## src/hw/rtl/sbe_pkg.sv

```systemverilog
// Package: shared types, constants and controller commands for the breakpoint envelope.
package sbe_pkg;

  localparam int unsigned MaxPointsDefault = 64;
  localparam logic [14:0] ShiftLimitReset  = 15'd6144;

  typedef enum logic [1:0] {
    ACT_UPSERT = 2'd0,
    ACT_ERASE  = 2'd1,
    ACT_QUERY  = 2'd2,
    ACT_NONE   = 2'd3
  } action_t;

  typedef enum logic [1:0] {
    ST_OK        = 2'd0,
    ST_RANGE     = 2'd1,
    ST_FULL      = 2'd2,
    ST_NOT_FOUND = 2'd3
  } status_t;

  // Source of the result value.
  typedef enum logic [1:0] {
    KIND_ZERO   = 2'd0,
    KIND_READ   = 2'd1,
    KIND_INTERP = 2'd2
  } res_kind_t;

  typedef enum logic [3:0] {
    S_IDLE,
    S_CHECK,
    S_SRCH,
    S_CMP,
    S_DECIDE,
    S_UP_RD,
    S_UP_WR,
    S_DN_RD,
    S_DN_WR,
    S_LEFT,
    S_MUL,
    S_DIV_GO,
    S_DIV,
    S_FINISH,
    S_OUT
  } state_t;

  // Commands from the controller to the datapath.
  typedef struct packed {
    logic      load;        // capture the input item, clear the scan index
    logic      rd_scan;     // read entry at the scan index
    logic      rd_prev;     // read entry scan-1
    logic      rd_next;     // read entry scan+1
    logic      scan_inc;    // advance the scan index
    logic      scan_dec;    // step the scan index down
    logic      scan_top;    // move the scan index to the count
    logic      pos_save;    // keep the search position
    logic      wr_move;     // write the last read entry at scan
    logic      wr_new;      // write the item's point at scan
    logic      wr_over;     // overwrite the shift at scan
    logic      cnt_inc;
    logic      cnt_dec;
    logic      right_cap;   // keep the last read entry as right neighbor
    logic      left_cap;    // form interpolation operands from the left neighbor
    logic      mul;         // form dy * off
    logic      div_start;   // start the divider
    logic      set_result;  // capture the result
    res_kind_t res_kind;
    status_t   res_status;
  } sbe_cmd_t;

  // Status from the datapath.
  typedef struct packed {
    action_t act;
    logic    mag_bad;
    logic    scan_end;   // scan index == count
    logic    scan_zero;
    logic    at_pos;     // scan index == saved search position
    logic    tick_lt;    // read tick < item tick
    logic    tick_eq;
    logic    full;
    logic    empty;
    logic    div_done;
    logic    is_last;    // scan index == count-1
  } sbe_sts_t;

endpackage

```

## src/hw/rtl/sbe_ctrl.sv

```systemverilog
// Controller: sequences search, entry shifting and interpolation for one item.
module sbe_ctrl (
  input  logic              clk,
  input  logic              rst,
  input  logic              in_valid,
  output logic              in_ready,
  output logic              out_valid,
  input  logic              out_ready,
  input  sbe_pkg::sbe_sts_t sts,
  output sbe_pkg::sbe_cmd_t cmd
);
  import sbe_pkg::*;

  state_t    state, state_next;
  status_t   fin_st, fin_st_next;
  res_kind_t fin_kind, fin_kind_next;
  logic      found;

  assign found = !sts.scan_end && sts.tick_eq;

  always_ff @(posedge clk) begin
    if (rst) begin
      state    <= S_IDLE;
      fin_st   <= ST_OK;
      fin_kind <= KIND_ZERO;
    end else begin
      state    <= state_next;
      fin_st   <= fin_st_next;
      fin_kind <= fin_kind_next;
    end
  end

  // Search: read entry at scan, then compare; advance while tick below item tick.
  always_comb begin
    state_next    = state;
    fin_st_next   = fin_st;
    fin_kind_next = fin_kind;
    case (state)
      S_IDLE: begin
        if (in_valid) begin
          state_next    = S_CHECK;
          fin_st_next   = ST_OK;
          fin_kind_next = KIND_ZERO;
        end
      end
      S_CHECK: begin
        if (sts.act == ACT_NONE || (sts.act == ACT_QUERY && sts.empty)) begin
          state_next = S_FINISH;
        end else if (sts.act == ACT_UPSERT && sts.mag_bad) begin
          state_next  = S_FINISH;
          fin_st_next = ST_RANGE;
        end else begin
          state_next = S_SRCH;
        end
      end
      S_SRCH: state_next = sts.scan_end ? S_DECIDE : S_CMP;
      S_CMP:  state_next = sts.tick_lt ? S_SRCH : S_DECIDE;
      S_DECIDE: begin
        case (sts.act)
          ACT_UPSERT: begin
            if (found) begin
              state_next = S_FINISH;
            end else if (sts.full) begin
              state_next  = S_FINISH;
              fin_st_next = ST_FULL;
            end else begin
              state_next = S_UP_RD;
            end
          end
          ACT_ERASE: begin
            if (found) begin
              state_next = S_DN_RD;
            end else begin
              state_next  = S_FINISH;
              fin_st_next = ST_NOT_FOUND;
            end
          end
          default: begin
            if (sts.scan_end || sts.scan_zero || sts.tick_eq) begin
              state_next    = S_FINISH;
              fin_kind_next = KIND_READ;
            end else begin
              state_next    = S_LEFT;
              fin_kind_next = KIND_INTERP;
            end
          end
        endcase
      end
      S_UP_RD:  state_next = sts.at_pos ? S_FINISH : S_UP_WR;
      S_UP_WR:  state_next = S_UP_RD;
      S_DN_RD:  state_next = sts.is_last ? S_FINISH : S_DN_WR;
      S_DN_WR:  state_next = S_DN_RD;
      S_LEFT:   state_next = S_MUL;
      S_MUL:    state_next = S_DIV_GO;
      S_DIV_GO: state_next = S_DIV;
      S_DIV:    if (sts.div_done) state_next = S_FINISH;
      S_FINISH: state_next = S_OUT;
      S_OUT:    if (out_ready) state_next = S_IDLE;
      default:  state_next = S_IDLE;
    endcase
  end

  always_comb begin
    cmd       = '0;
    in_ready  = (state == S_IDLE);
    out_valid = (state == S_OUT);
    case (state)
      S_IDLE:   cmd.load = in_valid;
      S_SRCH:   cmd.rd_scan = !sts.scan_end;
      S_CMP:    cmd.scan_inc = sts.tick_lt;
      S_DECIDE: begin
        case (sts.act)
          ACT_UPSERT: begin
            if (found) begin
              cmd.wr_over = 1'b1;
            end else if (!sts.full) begin
              // Start the upward shift at the free slot above the top entry.
              cmd.pos_save = 1'b1;
              cmd.scan_top = 1'b1;
            end
          end
          ACT_ERASE: ;
          default: begin
            if (sts.scan_end) begin
              cmd.rd_prev = 1'b1;
            end else if (!sts.scan_zero && !sts.tick_eq) begin
              cmd.right_cap = 1'b1;
              cmd.rd_prev   = 1'b1;
            end
          end
        endcase
      end
      S_UP_RD: begin
        if (sts.at_pos) begin
          cmd.wr_new  = 1'b1;
          cmd.cnt_inc = 1'b1;
        end else begin
          cmd.rd_prev = 1'b1;
        end
      end
      S_UP_WR: begin
        cmd.wr_move  = 1'b1;
        cmd.scan_dec = 1'b1;
      end
      S_DN_RD: begin
        if (sts.is_last) cmd.cnt_dec = 1'b1;
        else             cmd.rd_next = 1'b1;
      end
      S_DN_WR: begin
        cmd.wr_move  = 1'b1;
        cmd.scan_inc = 1'b1;
      end
      S_LEFT:   cmd.left_cap = 1'b1;
      S_MUL:    cmd.mul = 1'b1;
      S_DIV_GO: cmd.div_start = 1'b1;
      S_FINISH: begin
        cmd.set_result = 1'b1;
        cmd.res_status = fin_st;
        cmd.res_kind   = fin_kind;
      end
      default: ;
    endcase
  end

endmodule

```

## config.mk

```make
export PLATFORM = sky130hd
export DESIGN_NAME = sbe_ctrl
export DESIGN_NICKNAME = d
export VERILOG_FILES = /design/src/hw/rtl/sbe_pkg.sv /design/src/hw/rtl/sbe_ctrl.sv
export SDC_FILE = /design/constraint.sdc
export NUM_CORES = 1
export LEC_CHECK = 0
export ABC_AREA = 1
export ABC_CLOCK_PERIOD_IN_PS = 2550
export BUFFER_PORTS_ARGS = -buffer_cell sky130_fd_sc_hd__buf_2
export CAP_MARGIN = 20
export CORE_MARGIN = 2
export CORE_UTILIZATION = 48
export CTS_CLUSTER_DIAMETER = 30
export DETAILED_ROUTE_END_ITERATION = 7
export GPL_TIMING_DRIVEN = 1
export HOLD_SLACK_MARGIN = 0.06
export PLACE_DENSITY = 0.83
export SETUP_SLACK_MARGIN = 0.2
export SKIP_LAST_GASP = 1
export SLEW_MARGIN = 20
export SYNTH_ARGS = -nofsm -noshare
export SYNTH_HDL_FRONTEND = slang
export SYNTH_SLANG_ARGS = --single-unit
```

## constraint.sdc

```tcl
create_clock -name clk -period 2.55 [get_ports clk]
set_clock_uncertainty 0.2 [all_clocks]
set_input_delay 0.255 -clock clk [delete_from_list [all_inputs] [get_ports clk]]
set_output_delay 0.255 -clock clk [all_outputs]
set_load 0.03 [all_outputs]
```

==> flow_summary.ini <==
[routing]
wire_per_inst_um = 10.8
drt_iter0_drc = 26
routed_via_density = 5.06
firstDrtPassIters = 4
drc = 0
ant_nets = 0
finalWirelength_mm = 2.30
vias = 1077

[sta]
finalSetupTns_ns = 0
worst_pin_slew_ns = 0.305
fmax_mhz = 502
finalSetupViolations = 0
rsz0062_at_grt = false
maxSlewHeadroom_pct = 79.6
finalCritPeriodShare_pct = 78.1
maxSlewViolCount = 0
hold_violations = 0
fin_ws_ns = 0.558
fin_crit_ns = 1.99

[clocking]
hold_buffers = 1
numCtsBuffers = 3
htreeDepth = 1
insertion_delay_ns = 0.25
cts_root_buf = clkbuf_4
ctsResizeCount = 0
cts_tree = built
clk_pin_slew_ns = 0.05
postCtsSetupBuffers = 0
cts_buffer_depth = 2
clock_sinks = 8

[hold_path]
hp-class = input port to register

[critical_path]
cp-end-kind = primary output
cp.arrival_ns = 1.54
startpoint_type = register
crit_type = register to primary output
crit_required_ns = 2.10
cp_max_fo = 8

[synthesis]
syn_nets = 172
synth.distinct_cells = 16
synth_area_um2 = 800
syn_avg_cell_area_um2 = 5.13
async_reset_ff_share_pct = 0
synth-edff-count = 0
ys.flop_type = dfxtp_1
syn_inst = 156
synth_commonest_cells = nand2_1, inv_1, nor2_1, nand3_1, dfxtp_1
yosysTopAreaCellShare_pct = 20.2
synth_seq_cells = 8
synth.largest_area_cell = nand2_1
synth_area_leaders = nand2_1, dfxtp_1, inv_1
yosysSeqAreaShare_pct = 20.0
yosysMostFrequentCell = nand2_1
ys_warn_count = 0

[die]
placementRows = 14
die_y_um = 44.8
initial_core_util_pct = 51.9
num_io_pins = 40
coreArea_um2 = 1540
fp.dieArea_um2 = 2010
die_width_um = 44.8

[global_route]
grt_pass1_vias = 938
antenna_found_initial = 0
grt_max_degree = 9
grt-busiest-layer = met2
gr-total-overflow = 0
grtUsageTotal_pct = 24.7
use_met1_pct = 30.4
met2_usage_pct = 42.6
grt_util_met3_pct = 4.00
grt_pass1_wl_mm = 3.71

[power]
p_leak_nw = 0.671
p_per_area_nw_per_um2 = 1020
peakVddDrop_mv = 0.905

[placed_design]
gp_congestion = 0.921
dpl_worst_slack_ns = 0.847
port_buffers = 39
hpwl_mm = 1.91
place_inst = 209
placement.cell_area_um2 = 1000

[layout]
syn2layout_area_growth_pct = 29.1
fin_area_um2 = 1030
stdcell_count = 213
drive_above_1_share_pct = 24.9
finalNetCount = 215
diodes = 0

[outcome]
status = finished clean

[job]
max-cap-violations = 0
==> cell usage in the layout, fill, tap and decap left out, drive strengths merged <==
cell / synthesis / layout
nand3: 13 / 13
dfxtp: 8 / 8
a21oi: 7 / 7
nor4: 1 / 1
nor3: 4 / 4
dlygate4sd3: 0 / 1
nand4: 1 / 1
o22ai: 2 / 2
clkbuf: 0 / 3
nand2: 43 / 43
nand3b: 1 / 1
nor2: 35 / 35
o21ai: 6 / 6
inv: 33 / 33
buf: 2 / 39
==> worst paths after layout <==
| check | startpoint | end | slack [ns] | cells after the start |
|---|---|---|---|---|
| max | state[0]$_SDFFE_PP0P_ | cmd[19] | 0.56 | 6 |
| min | out_ready | state[1]$_SDFFE_PP0P_ | 0.19 | 6 |
| min reg2reg | fin_kind[0]$_SDFFE_PP0P_ | fin_kind[0]$_SDFFE_PP0P_ | 0.27 | 2 |
| max reg2reg | state[0]$_SDFFE_PP0P_ | fin_st[0]$_SDFFE_PP0P_ | 0.88 | 8 |
==> cell families (layout without fill, tap and decap cells) <==
group,Yosys count,count (layout),synth area share (%)
and+or+nand+nor,98,98,52.9
AOI/OAI and AO/OA,15,15,9.70
buffers and inverters,35,76,17.4
DFF,8,8,20.0
==> worst max-delay path, stage by stage (launching register included) <==
cell     delay [ns]
dfxtp_1        0.34
nor2_2         0.19
inv_1          0.15
nor2_4         0.20
nand2_1        0.09
o22ai_1        0.10
buf_2          0.21
==> layer usage <==
metal / up-vias / part of all wire, %
li1: 560 / -
met1: 470 / 43
met2: 43 / 50
met3: 4 / 5.9
met4: 0 / 1.2
met5: - / 0
==> registers in the layout, indices dropped and copies added, names as in the netlist <==
| name | flops |
|---|---|
| fin_st | 2 |
| state | 4 |
| fin_kind | 2 |
==> layout make-up <==
type / count / area [um2]
Tap cell: 16 / 20.0
Fill cell: 159 / 509
Inverter: 33 / 124
Timing Repair Buffer: 40 / 205
Multi-Input combinational cell: 113 / 500
Sequential cell: 8 / 160
Clock buffer: 3 / 22.5
==> power breakdown <==
part           internal (mW)  switching [mW]  leakage (nW)
Combinational          0.218           0.533         0.592
Clock                 0.0537          0.0406        0.0138
Sequential             0.166          0.0407        0.0654
Total                  0.439           0.614         0.671
==> through the flow <==
| step | total power, mW | utilization, % | hold slack (ns) |
|---|---|---|---|
| 2_1_floorplan | 0.767 | - | 0.124 |
| 3_3_place_gp | 0.936 | 64.9 | 0.256 |
| 3_5_place_dp | 0.944 | 64.9 | 0.264 |
| 4_1_cts | 1.04 | 67.0 | 0.192 |
| 5_1_grt | 1.15 | 67.0 | 0.226 |
| 6_report | 1.05 | 67.0 | 0.192 |
Power figures use the tool's default switching activity.
